<file path="src/design/assert_macros.svh">
// ----------------------------------------------------------------------------
// Assertion macros
// Shared concurrent assertion forms, clocked on clk and disabled in reset.
// ----------------------------------------------------------------------------
`ifndef ASSERT_MACROS_SVH
`define ASSERT_MACROS_SVH

// Check that an expression holds at every clock edge
`define ASSERT_ALWAYS(label, expr) \
	label: assert property (@(posedge clk) disable iff (!arst_n) (expr)) \
		else $error("assertion failed");

// Check that a consequent holds in the cycle after its antecedent
`define ASSERT_NEXT(label, ante, cons) \
	label: assert property (@(posedge clk) disable iff (!arst_n) (ante) |=> (cons)) \
		else $error("assertion failed");

`endif

</file>
<file path="src/design/i2cits_pkg.sv">
// ----------------------------------------------------------------------------
// I2C interrupt transfer sequencer package
// Types, codes and helpers shared by the sequencer modules.
// ----------------------------------------------------------------------------
package i2cits_pkg;

	// Transmit buffer geometry
	localparam int BUF_DEPTH = 256;
	localparam int BUF_AW    = $clog2(BUF_DEPTH);

	// Event flag bit positions, priority lowest first
	localparam int EV_START_SENT = 0;
	localparam int EV_ADDR_SENT  = 1;
	localparam int EV_BYTE_DONE  = 2;
	localparam int EV_STOP_DET   = 3;
	localparam int EV_RX_NE      = 4;
	localparam int EV_TX_EMPTY   = 5;

	// Error flag bit positions, priority lowest first
	localparam int ER_BUS   = 0;
	localparam int ER_ARLO  = 1;
	localparam int ER_ACKF  = 2;
	localparam int ER_OVR   = 3;
	localparam int ER_PEC   = 4;
	localparam int ER_TMOUT = 5;

	typedef enum logic [1:0] {
		REQ_START = 2'd0,
		REQ_EVENT = 2'd1,
		REQ_ERROR = 2'd2,
		REQ_LOAD  = 2'd3
	} req_type_t;

	typedef enum logic [3:0] {
		RUN_IDLE     = 4'd0,
		RUN_RUNNING  = 4'd1,
		RUN_FINISHED = 4'd2,
		RUN_BUS_ERR  = 4'd3,
		RUN_ARB_LOST = 4'd4,
		RUN_ACK_FAIL = 4'd5,
		RUN_OVERRUN  = 4'd6,
		RUN_PEC_ERR  = 4'd7,
		RUN_TIMEOUT  = 4'd8
	} run_state_t;

	typedef enum logic [2:0] {
		SEV_NONE    = 3'd0,
		SEV_RX_DONE = 3'd1,
		SEV_RX_DATA = 3'd2,
		SEV_TX_REQ  = 3'd3,
		SEV_TX_DONE = 3'd4
	} slave_event_t;

	// One input transaction
	typedef struct packed {
		req_type_t   req_type;
		logic [5:0]  event_flags;
		logic [5:0]  error_flags;
		logic        is_master;
		logic [7:0]  rx_byte;
		logic [6:0]  slave_address;
		logic [7:0]  transfer_len;
		logic        direction;
		logic        repeat_start;
		logic [7:0]  load_index;
		logic [7:0]  load_byte;
	} item_t;

	// One result transaction
	typedef struct packed {
		logic         start_gen;
		logic         dr_write;
		logic [7:0]   dr_value;
		logic         ack_off;
		logic         ack_on;
		logic         stop_gen;
		logic         rx_valid;
		logic [7:0]   rx_index;
		logic [7:0]   rx_data;
		slave_event_t slave_event;
		run_state_t   run_state;
	} result_t;

	// Transfer context
	typedef struct packed {
		logic       direction;
		logic [6:0] address;
		logic [7:0] length;
		logic       repeat_start;
		logic [7:0] byte_index;
		run_state_t status;
	} xfer_state_t;

	// Map a byte position onto a buffer address
	function automatic logic [BUF_AW-1:0] buf_addr(input logic [7:0] v);
		return BUF_AW'(32'(v) % BUF_DEPTH);
	endfunction

endpackage

</file>
<file path="src/design/i2cits_txbuf.sv">
// ----------------------------------------------------------------------------
// Transmit buffer
// Single write port, single registered read port with write-to-read bypass.
// ----------------------------------------------------------------------------
module i2cits_txbuf (
	input  logic                          clk,
	input  logic                          wr_en,
	input  logic [i2cits_pkg::BUF_AW-1:0] wr_addr,
	input  logic [7:0]                    wr_data,
	input  logic [i2cits_pkg::BUF_AW-1:0] rd_addr,
	output logic [7:0]                    rd_data
);

	logic [7:0] mem [i2cits_pkg::BUF_DEPTH];
	logic [7:0] rd_q;
	logic       byp_q;
	logic [7:0] byp_data_q;

	// Write the array and register the read
	always_ff @(posedge clk) begin
		if (wr_en) begin
			mem[wr_addr] <= wr_data;
		end
		rd_q <= mem[rd_addr];
	end

	// Hold the written byte when it lands on the address being read
	always_ff @(posedge clk) begin
		byp_q      <= wr_en && (wr_addr == rd_addr);
		byp_data_q <= wr_data;
	end

	assign rd_data = byp_q ? byp_data_q : rd_q;

endmodule

</file>
<file path="src/design/i2cits_core.sv">
// ----------------------------------------------------------------------------
// Sequencer decode
// Single-pass decode of one transaction against the transfer context.
// ----------------------------------------------------------------------------
module i2cits_core (
	input  i2cits_pkg::item_t       item,
	input  i2cits_pkg::xfer_state_t st,
	input  logic [7:0]              tx_data,
	output i2cits_pkg::result_t     res,
	output i2cits_pkg::xfer_state_t st_nxt
);

	logic [8:0] idx_w;
	logic [8:0] len_w;
	logic [7:0] idx_inc;

	assign idx_w   = {1'b0, st.byte_index};
	assign len_w   = {1'b0, st.length};
	assign idx_inc = st.byte_index + 8'd1;

	always_comb begin
		res             = '0;
		res.slave_event = i2cits_pkg::SEV_NONE;
		st_nxt          = st;
		case (item.req_type)
			i2cits_pkg::REQ_START: begin
				st_nxt.direction    = item.direction;
				st_nxt.address      = item.slave_address;
				st_nxt.length       = item.transfer_len;
				st_nxt.repeat_start = item.repeat_start;
				st_nxt.byte_index   = '0;
				st_nxt.status       = i2cits_pkg::RUN_RUNNING;
				res.start_gen       = 1'b1;
			end
			i2cits_pkg::REQ_EVENT: begin
				// Lowest set event flag alone decides
				if (item.event_flags[i2cits_pkg::EV_START_SENT]) begin
					res.dr_write = 1'b1;
					res.dr_value = {st.address, st.direction};
				end else if (item.event_flags[i2cits_pkg::EV_ADDR_SENT]) begin
					res.ack_off = item.is_master && st.direction && (st.length == 8'd1);
				end else if (item.event_flags[i2cits_pkg::EV_BYTE_DONE]) begin
					if (!st.direction && (st.byte_index == st.length)) begin
						res.stop_gen  = !st.repeat_start;
						st_nxt.status = i2cits_pkg::RUN_FINISHED;
					end
				end else if (item.event_flags[i2cits_pkg::EV_STOP_DET]) begin
					res.slave_event = i2cits_pkg::SEV_RX_DONE;
				end else if (item.event_flags[i2cits_pkg::EV_RX_NE]) begin
					if (item.is_master) begin
						res.ack_off  = (st.length >= 8'd2) && (idx_w + 9'd2 == len_w);
						res.stop_gen = (st.length >= 8'd1) && (idx_w + 9'd1 == len_w)
							&& !st.repeat_start;
						// Hand out the byte unless the transfer is already complete
						if (st.byte_index < st.length) begin
							res.rx_valid      = 1'b1;
							res.rx_index      = st.byte_index;
							res.rx_data       = item.rx_byte;
							st_nxt.byte_index = idx_inc;
							if (idx_inc == st.length) begin
								st_nxt.status = i2cits_pkg::RUN_FINISHED;
								res.ack_on    = 1'b1;
							end
						end
					end else begin
						res.slave_event = i2cits_pkg::SEV_RX_DATA;
					end
				end else if (item.event_flags[i2cits_pkg::EV_TX_EMPTY]) begin
					if (item.is_master) begin
						if (st.byte_index < st.length) begin
							res.dr_write      = 1'b1;
							res.dr_value      = tx_data;
							st_nxt.byte_index = idx_inc;
						end
					end else begin
						res.slave_event = i2cits_pkg::SEV_TX_REQ;
					end
				end
			end
			i2cits_pkg::REQ_ERROR: begin
				// Lowest set error flag alone decides
				if (item.error_flags[i2cits_pkg::ER_BUS]) begin
					st_nxt.status = i2cits_pkg::RUN_BUS_ERR;
				end else if (item.error_flags[i2cits_pkg::ER_ARLO]) begin
					st_nxt.status = i2cits_pkg::RUN_ARB_LOST;
				end else if (item.error_flags[i2cits_pkg::ER_ACKF]) begin
					if (item.is_master) begin
						st_nxt.status = i2cits_pkg::RUN_ACK_FAIL;
					end else begin
						res.slave_event = i2cits_pkg::SEV_TX_DONE;
					end
				end else if (item.error_flags[i2cits_pkg::ER_OVR]) begin
					st_nxt.status = i2cits_pkg::RUN_OVERRUN;
				end else if (item.error_flags[i2cits_pkg::ER_PEC]) begin
					st_nxt.status = i2cits_pkg::RUN_PEC_ERR;
				end else if (item.error_flags[i2cits_pkg::ER_TMOUT]) begin
					st_nxt.status = i2cits_pkg::RUN_TIMEOUT;
				end
			end
			default: begin
				// Buffer loads touch only the transmit buffer
			end
		endcase
		res.run_state = st_nxt.status;
	end

endmodule

</file>
<file path="src/design/i2c_interrupt_transfer_sequencer.sv">
// ----------------------------------------------------------------------------
// I2C interrupt transfer sequencer
// Turns start requests, event and error snapshots into bus control actions.
// ----------------------------------------------------------------------------
// The block takes one transaction per clock cycle while results are taken,
// and returns exactly one result transaction for each, in order. A
// transaction is captured in an input register, decoded in one pass against
// the transfer context and the transmit buffer, and the result is held in an
// output register. While a result waits, one more transaction is taken into
// the input register and the input then stalls until the result is taken.
// The transmit buffer is a single-port-read memory whose read is issued ahead
// at the byte index the next transaction will see, with a bypass for a load
// to the same position, so back-to-back loads and transmit events run at
// full rate. Buffer entries are undefined until loaded; there is no clearing
// pass.
module i2c_interrupt_transfer_sequencer (
	input  logic       clk,
	input  logic       arst_n,
	input  logic       in_valid,
	output logic       in_ready,
	input  logic [1:0] req_type,
	input  logic [5:0] event_flags,
	input  logic [5:0] error_flags,
	input  logic       is_master,
	input  logic [7:0] rx_byte,
	input  logic [6:0] slave_address,
	input  logic [7:0] transfer_len,
	input  logic       direction,
	input  logic       repeat_start,
	input  logic [7:0] load_index,
	input  logic [7:0] load_byte,
	output logic       out_valid,
	input  logic       out_ready,
	output logic       start_gen,
	output logic       dr_write,
	output logic [7:0] dr_value,
	output logic       ack_off,
	output logic       ack_on,
	output logic       stop_gen,
	output logic       rx_valid,
	output logic [7:0] rx_index,
	output logic [7:0] rx_data,
	output logic [2:0] slave_event,
	output logic [3:0] run_state
);

	`include "assert_macros.svh"

	i2cits_pkg::item_t       item_in;
	i2cits_pkg::item_t       item_s1;
	logic                    valid_s1;
	i2cits_pkg::result_t     res_c;
	i2cits_pkg::result_t     res_s2;
	logic                    valid_s2;
	i2cits_pkg::xfer_state_t st_q;
	i2cits_pkg::xfer_state_t st_c;
	logic                    adv;
	logic                    accept;
	logic [7:0]              idx_nxt;
	logic [7:0]              tx_data;
	logic                    wr_en;

	// Gather the input transaction
	always_comb begin
		item_in.req_type      = i2cits_pkg::req_type_t'(req_type);
		item_in.event_flags   = event_flags;
		item_in.error_flags   = error_flags;
		item_in.is_master     = is_master;
		item_in.rx_byte       = rx_byte;
		item_in.slave_address = slave_address;
		item_in.transfer_len  = transfer_len;
		item_in.direction     = direction;
		item_in.repeat_start  = repeat_start;
		item_in.load_index    = load_index;
		item_in.load_byte     = load_byte;
	end

	// Advance the decode stage when the output register is free or draining
	assign adv      = valid_s1 && (!valid_s2 || out_ready);
	assign in_ready = !valid_s1 || adv;
	assign accept   = in_valid && in_ready;

	// Input register
	always_ff @(posedge clk or negedge arst_n) begin
		if (!arst_n) begin
			valid_s1 <= 1'b0;
		end else if (in_ready) begin
			valid_s1 <= in_valid;
		end
	end

	always_ff @(posedge clk) begin
		if (accept) begin
			item_s1 <= item_in;
		end
	end

	// Decode
	i2cits_core u_core (
		.item    (item_s1),
		.st      (st_q),
		.tx_data (tx_data),
		.res     (res_c),
		.st_nxt  (st_c)
	);

	// Transfer context
	always_ff @(posedge clk or negedge arst_n) begin
		if (!arst_n) begin
			st_q.direction    <= 1'b0;
			st_q.address      <= '0;
			st_q.length       <= '0;
			st_q.repeat_start <= 1'b0;
			st_q.byte_index   <= '0;
			st_q.status       <= i2cits_pkg::RUN_IDLE;
		end else if (adv) begin
			st_q <= st_c;
		end
	end

	// Read the buffer at the index the next transaction will see
	assign idx_nxt = adv ? st_c.byte_index : st_q.byte_index;
	assign wr_en   = adv && (item_s1.req_type == i2cits_pkg::REQ_LOAD);

	i2cits_txbuf u_txbuf (
		.clk     (clk),
		.wr_en   (wr_en),
		.wr_addr (i2cits_pkg::buf_addr(item_s1.load_index)),
		.wr_data (item_s1.load_byte),
		.rd_addr (i2cits_pkg::buf_addr(idx_nxt)),
		.rd_data (tx_data)
	);

	// Result register
	always_ff @(posedge clk or negedge arst_n) begin
		if (!arst_n) begin
			valid_s2 <= 1'b0;
		end else if (adv) begin
			valid_s2 <= 1'b1;
		end else if (out_ready) begin
			valid_s2 <= 1'b0;
		end
	end

	always_ff @(posedge clk) begin
		if (adv) begin
			res_s2 <= res_c;
		end
	end

	// Drive the result ports
	assign out_valid   = valid_s2;
	assign start_gen   = res_s2.start_gen;
	assign dr_write    = res_s2.dr_write;
	assign dr_value    = res_s2.dr_value;
	assign ack_off     = res_s2.ack_off;
	assign ack_on      = res_s2.ack_on;
	assign stop_gen    = res_s2.stop_gen;
	assign rx_valid    = res_s2.rx_valid;
	assign rx_index    = res_s2.rx_index;
	assign rx_data     = res_s2.rx_data;
	assign slave_event = res_s2.slave_event;
	assign run_state   = res_s2.run_state;

	// The byte index never runs past the transfer length
	`ASSERT_ALWAYS(a_idx_bound, st_q.byte_index <= st_q.length)

	// An empty decode stage always takes a new transaction
	`ASSERT_ALWAYS(a_ready_empty, valid_s1 || in_ready)

	// A start request restarts the transfer context
	`ASSERT_NEXT(a_start_ctx, adv && (item_s1.req_type == i2cits_pkg::REQ_START),
		(st_q.status == i2cits_pkg::RUN_RUNNING) && (st_q.byte_index == 8'd0))

	// Each decoded transaction lands in the result register
	`ASSERT_NEXT(a_adv_out, adv, valid_s2 && (res_s2.run_state == st_q.status))

endmodule
</file>
<file path="config.mk">
export PLATFORM = sky130hd
export DESIGN_NAME = i2c_interrupt_transfer_sequencer
export DESIGN_NICKNAME = d
export VERILOG_FILES = /design/src/design/i2cits_pkg.sv /design/src/design/i2cits_txbuf.sv /design/src/design/i2cits_core.sv /design/src/design/i2c_interrupt_transfer_sequencer.sv
export VERILOG_INCLUDE_DIRS = /design/src /design/src/design
export SDC_FILE = /design/constraint.sdc
export NUM_CORES = 2
export LEC_CHECK = 0
export BUFFER_PORTS_ARGS = -buffer_cell sky130_fd_sc_hd__buf_2
export CORE_AREA = 2 2 385 387
export DETAILED_ROUTE_END_ITERATION = 6
export DIE_AREA = 0 0 387 389
export GPL_ROUTABILITY_DRIVEN = 1
export GPL_TIMING_DRIVEN = 0
export MAX_ROUTING_LAYER = met4
export PLACE_DENSITY = 0.76
export SYNTH_ARGS = -nofsm -noshare
export SYNTH_HDL_FRONTEND = slang
export SYNTH_SLANG_ARGS = --single-unit
</file>
<file path="constraint.sdc">
create_clock -name clk -period 5.2 [get_ports clk]
set_clock_uncertainty 0.05 [all_clocks]
set_input_delay 0.78 -clock clk [delete_from_list [all_inputs] [get_ports clk]]
set_output_delay 0.78 -clock clk [all_outputs]
set_load 0.01 [all_outputs]
</file>
Yosys cells after proc, flatten, opt, wreduce, memory -nomap -nowiden
Memories as Yosys holds them, arrays and structs flattened. A register that Yosys moved wholly into a read port is not among the register bits.
Index checks and enable logic that the tools add are counted.
- latch bits: 0
- logic and storage cells: 134
- bits in read-only memories: 0
- output and inout port bits: 39
- memories kept: 1
- register bits: 133
- RAM bits: 2048
- bits of input ports: 60
- memories (name ; depth ; bits a word ; rd ports ; clocked after memory_dff ; write ports ; line ; source):
    u_txbuf.mem ; 256 ; 8 ; 1 ; 1 ; 1 ; i2cits_txbuf.sv:14 ; logic [7:0] mem [i2cits_pkg::BUF_DEPTH];
- bitwise gates (word level): 4
- reduce and logical (&&, ||, !) cells: 23
- mux-type cells: 59
- div/mod/pow operators: 0
- shift operators: 0
- add/sub/neg operators: 3
- equal/unequal tests: 9
- multiply operators: 0
- $lt $le $gt $ge: 3
- operator list (kind ; count):
    12-bit two-way mux ; 5
    8-bit two-way mux ; 7
    9-bit two-way mux ; 6
    4-bit two-way mux ; 11
    20-bit two-way mux ; 2
    3-bit two-way mux ; 10
    29-bit two-way mux ; 1
    8-bit == test ; 3
    9-bit by 8-bit == test with 1-bit output ; 2
    17-bit two-way mux ; 1
    8-bit one-hot mux with 2 select lines ; 1
    4-bit one-hot mux with 3 select lines ; 1
    11-bit two-way mux ; 1
    1-bit logical AND ; 10
    1-bit two-way mux ; 10
    8-bit by 1-bit adder with 9-bit output (second input constant) ; 1
    8-bit by 2-bit adder with 9-bit output (second input constant) ; 1
    8-bit by 1-bit adder with 8-bit output (second input constant) ; 1
    8-bit by 1-bit == test with 1-bit output (second input constant) ; 1
    8-bit by 1-bit >= comparator with 1-bit output (second input constant) ; 1
    8-bit by 2-bit >= comparator with 1-bit output (second input constant) ; 1
    8-bit less-than comparator ; 1
    8-bit OR reduction ; 1
    7-bit OR reduction ; 1
    12 further kinds ; 21

Depth between registers and ports, before layout
- word-level depth: 14
- depth in mapped cells: 20
- gate-level depth less buffers: 13

Cells and area by module
A second synthesis with hierarchy kept.
- cell total of the unflattened synthesis: 4236
- area, all modules: 85938.7 um2
- modules (own cells, without submodules) (module ; area an instance (um2) ; cells an instance ; instances ; seq. area each (um2)):
    i2cits_txbuf ; 80154.4 ; 3806 ; 1 ; 61839.3
    i2c_interrupt_transfer_sequencer ; 4108.9 ; 174 ; 1 ; 3568.4
    i2cits_core ; 1675.4 ; 256 ; 1 ; 0.0

Least setup slack after synthesis
Ideal clock, no wire load.
- path type: register to register
- start: register item_s1[0] (netlist name)
- end: memory u_txbuf.mem[0][0], data pin
- path buffers: 0
- path slack: 1.092 ns
- arrival time: 3.238 ns
- required time: 4.330 ns
- library setup time: 0.820 ns
- period minus slack after synthesis: 4.108 ns
- stages on the path, launching flop included: 1
- cell sequence: edfxtp_1
- RTL lines (what ; line ; source):
    from (decl) ; i2c_interrupt_transfer_sequencer.sv:50 ; i2cits_pkg::item_t item_s1;
    from (signal assigned) ; i2c_interrupt_transfer_sequencer.sv:94 ; item_s1 <= item_in;
    to (decl) ; i2cits_txbuf.sv:14 ;
No word-level cell before the write port.

Final worst setup path
- start: register st_q[5] (netlist name)
- end: register u_txbuf.rd_q[7], read port of u_txbuf.mem
- cells in the longest elaborated chain, start to end: 11
- elaborated cells on any way between the ends: 14
- classes of those cells: add/sub: 1; order compare: 1; mux: 12
- RTL lines (what ; line ; source):
    from (decl) ; i2c_interrupt_transfer_sequencer.sv:55 ; i2cits_pkg::xfer_state_t st_q;
    from (signal assigned) ; i2c_interrupt_transfer_sequencer.sv:117 ; st_q <= st_c;
    8-bit by 1-bit adder with 8-bit output / 8-bit less-than comparator (equally long branches) ; i2cits_core.sv:19, i2cits_core.sv:55, i2cits_core.sv:70 ;
    8-bit two-way mux ; i2cits_core.sv:70 ; if (st.byte_index < st.length) begin
    8-bit two-way mux ; i2cits_core.sv:69 ; if (item.is_master) begin
    8-bit two-way mux ; i2cits_core.sv:68 ; end else if (item.event_flags[i2cits_pkg::EV_TX_EMPTY]) begin
    8-bit two-way mux ; i2cits_core.sv:49 ; end else if (item.event_flags[i2cits_pkg::EV_RX_NE]) begin
    12-bit two-way mux ; i2cits_core.sv:47 ; end else if (item.event_flags[i2cits_pkg::EV_STOP_DET]) begin
    8-bit two-way mux ; i2cits_core.sv:42 ; end else if (item.event_flags[i2cits_pkg::EV_BYTE_DONE]) begin
    12-bit two-way mux ; i2cits_core.sv:40 ; end else if (item.event_flags[i2cits_pkg::EV_ADDR_SENT]) begin
    12-bit two-way mux ; i2cits_core.sv:37 ; if (item.event_flags[i2cits_pkg::EV_START_SENT]) begin
    8-bit one-hot mux with 2 select lines ; i2cits_core.sv:25 ; case (item.req_type)
    8-bit two-way mux (*) ; i2c_interrupt_transfer_sequencer.sv:122 ; assign idx_nxt = adv ? st_c.byte_index : st_q.byte_index;
    to (decl) ; i2cits_txbuf.sv:15 ; logic [7:0] rd_q;
Mark *: on every way between the ends. The rest lies on a longest branch, timed or not.
A chain may end at the register's enable or synchronous reset.

==> flow_summary.json <==
{
  "end_kind": "flip-flop",
  "std_cell_rows": 141,
  "die-area_sq_um": 150500,
  "failed_checks": "antenna violations, max-capacitance violations, max-slew violations, negative setup slack",
  "gp_congestion": 1.059,
  "die_y_um": 389,
  "async_flop_share_pct": 1.416,
  "critPathArrivalTime_ns": 6.06,
  "drt_wl_total_um": 304400,
  "finalCriticalPeriod_ns": 5.403,
  "grt_start_max_net_pins": 40,
  "vias": 56712,
  "clk_pin_slew_ns": 0.06,
  "yosys_most_used_dff": "edfxtp_1",
  "holdCritPathClass": "in2reg",
  "avgSynthCellArea_sq_um": 16.08,
  "path_max_fanout": 10,
  "drive_gt1_share_pct": 18.24,
  "synth_edf_count": 2141,
  "crit_slowest_cell": "nor4_4",
  "final_antenna_net_count": 1,
  "final_nets": 5901,
  "cts_inserted_buffers": 213,
  "ir_drop_uv": 294.6,
  "synth_cell_types": 80,
  "required_ns": 5.85,
  "grt_antenna_before_repair": 21,
  "fillers": 9188,
  "clock.fmax_ghz": 0.1851,
  "slew_headroom_pct": -3.480,
  "drc": 0,
  "synthesis.nets": 5492,
  "finalCritPeriodShare_pct": 103.9,
  "worst_path_largest_cell_delay_ns": 0.54,
  "overflow": 0,
  "cap_viol_max_count": 4,
  "die_w_um": 387,
  "htree_num_levels": 4,
  "port_buffers": 98,
  "p_leak_nw": 34.46,
  "slew_viol_final": 42,
  "viasPerCell": 7.127,
  "path_cells": "ha_1 -> nor2b_1 -> o211ai_1 -> a21o_1 -> clkbuf_4 -> and2_2 -> nor2_4 -> buf_12 -> inv_2 -> buf_2 -> buf_4 -> clkbuf_4 -> a211oi_1 -> a311o_1 -> a41oi_2 -> a221oi_1 -> nor4_4",
  "ys_ff_latch": 2189,
  "worst_slew_pin_slew_ns": 1.552,
  "dpl.hpwl_um": 216400,
  "ys_warn_count": 0,
  "clock_sinks": 2189,
  "crit_top_cell": "clkbuf_4",
  "initial_core_util_pct": 59.42,
  "hold_viol_final": 0,
  "outcome": "finished with violations",
  "p_per_area_nw_per_um2": 361.4,
  "io_pins": 99,
  "grt_pass1_wl_um": 413300,
  "rsz0062_at_grt": "yes",
  "track_usage_pct": 41.30,
  "first_iter_violations": 10948,
  "fin_ws_ns": -0.2028,
  "finalSetupViolCount": 8,
  "setup_tns_ns": -1.267,
  "cp-start-kind": "flip-flop",
  "wl_per_cell_um": 38.25,
  "firstDrtPassIters": 6,
  "syn-cell-area_sq_um": 87110,
  "netlist_instances": 5417,
  "grt_pass1_vias": 52955,
  "clk_path_buf_depth": 3,
  "cts_tree": "built",
  "power_w": 0.03687,
  "syn_to_final_growth_pct": 17.12,
  "core_area_sq_um": 146600,
  "yosysSeqAreaShare_pct": 75.09,
  "cts_root_buf": "clkbuf_16",
  "crit_type": "reg2reg",
  "clk-insertion-delay-late_ns": 0.86
}
[cells in the final DEF (no fill, tap or decap), types with 46 or more instances in the layout]
cell       count
clkbuf_16    216
mux2i_1      228
edfxtp_1    2141
a311oi_1     168
clkbuf_2      64
buf_4         53
buf_16        90
nand2_1      659
clkbuf_1     177
mux4_2        96
and3_1       290
o221ai_1      47
buf_2        154
clkinv_2      46
a311o_1       93
a211oi_1     272
nand3_1       57
nor2_1       279
clkbuf_4      56
[logic make-up after synthesis]
| logic type | share of synthesized area, % |
|---|---|
| DFF | 75.09 |
| xor gates and xnor gates | 0.2312 |
| and+or+nand+nor | 7.839 |
| muxes | 5.556 |
| buffers and inverters | 2.233 |
| adders and majority gates | 0.2154 |
| AOI/OAI and AO/OA | 8.839 |
[cell type report]
type / count / area, sq um / area share (%)
antenna: 19 / 47.55 / 0.04660
buffer: 408 / 2415 / 2.367
clock buffer: 260 / 5620 / 5.509
clock inverter: 137 / 1429 / 1.401
inverter: 22 / 85.08 / 0.08339
multi-input combinational: 2791 / 21460 / 21.03
sequential: 2189 / 65410 / 64.11
tap: 1930 / 2415 / 2.367
timing repair buffer: 201 / 3144 / 3.082
[cells in the mapped netlist (39+ instances only)]
master    number  area (sq um)
clkbuf_1     246         923.4
nor2_1       282          1059
a211oi_1     282          2117
o21ai_0       39         195.2
nand2_1      660          2477
a311oi_1     199          1743
nand3_1       57         285.3
a311o_1       94         940.9
mux2i_1      236          2362
edfxtp_1    2141         64290
o221ai_1      72         630.6
and3_1       290          1814
mux4_2        96          2162
buf_2        119         595.6
[flip-flops by register name, indices dropped and copies added (netlist names), 3 cells and up]
| signal | flops |
|---|---|
| run_state | 4 |
| u_txbuf.mem | 2048 |
| st_q | 29 |
| item_s1 | 56 |
| u_txbuf.byp_data_q | 8 |
| u_txbuf.rd_q | 8 |
| slave_event | 3 |
| rx_index | 8 |
| dr_value | 8 |
| rx_data | 8 |
[routing by layer]
layer | global-route usage, % | wire, um
met1 | 52.43 | 103700
met2 | 56.31 | 128300
met3 | 15.98 | 50010
met4 | 24.89 | 22450
met5 | - | 0
[timing repair]
item,in CTS,in global routing
endpoints found under the hold margin,31,0
resized for setup,391,138
setup endpoints to repair,10,188
buffers inserted,6,0
hold buffers,1,0
pin swaps,22,25
[worst max-delay path, delay by kind of cell, from the launching register on]
kind / cells / cell delay [ns]
DFF: 1 / 0.52
buffers and inverters: 6 / 1.43
and+or+nand+nor: 4 / 1.09
adders and majority gates: 1 / 0.41
AOI/OAI and AO/OA: 6 / 1.69
[worst paths after layout]
kind,from,endpoint,slack (ns),depth (start not counted)
max in group asynchronous,arst_n,st_q[11],3.95,2
worst max-delay path,st_q[5],u_txbuf.rd_q[7],-0.20,17
worst min-delay path,direction,item_s1[17],0.04,1
worst min register to register,item_s1[32],st_q[27],0.43,1
worst max register to register,st_q[5],u_txbuf.rd_q[7],-0.20,17
min in group asynchronous,arst_n,st_q[3],0.53,2
[per-stage QoR]
stage          utilization, %  cells  hold WS [ns]  setup slack, ns  instance area [sq um]
2_1_floorplan               -   5417        0.4055            1.092                  87110
3_3_place_gp            61.40   7445        0.4152           -3.686                  90020
3_5_place_dp            63.16   7541        0.4144           -2.089                  92600
4_1_cts                 69.24   7943      0.001384         0.003925                 101500
5_1_grt                 69.58   7948       0.03208         -0.09174                 102000
6_report                69.59   7957       0.04048          -0.2028                 102000
[power breakdown]
part,switching [W],internal [W]
clock network,0.00683,0.00890
registers,0.0000973,0.0195
logic,0.00101,0.000542
total,0.00793,0.0289
(Power assumes the default switching activity.)
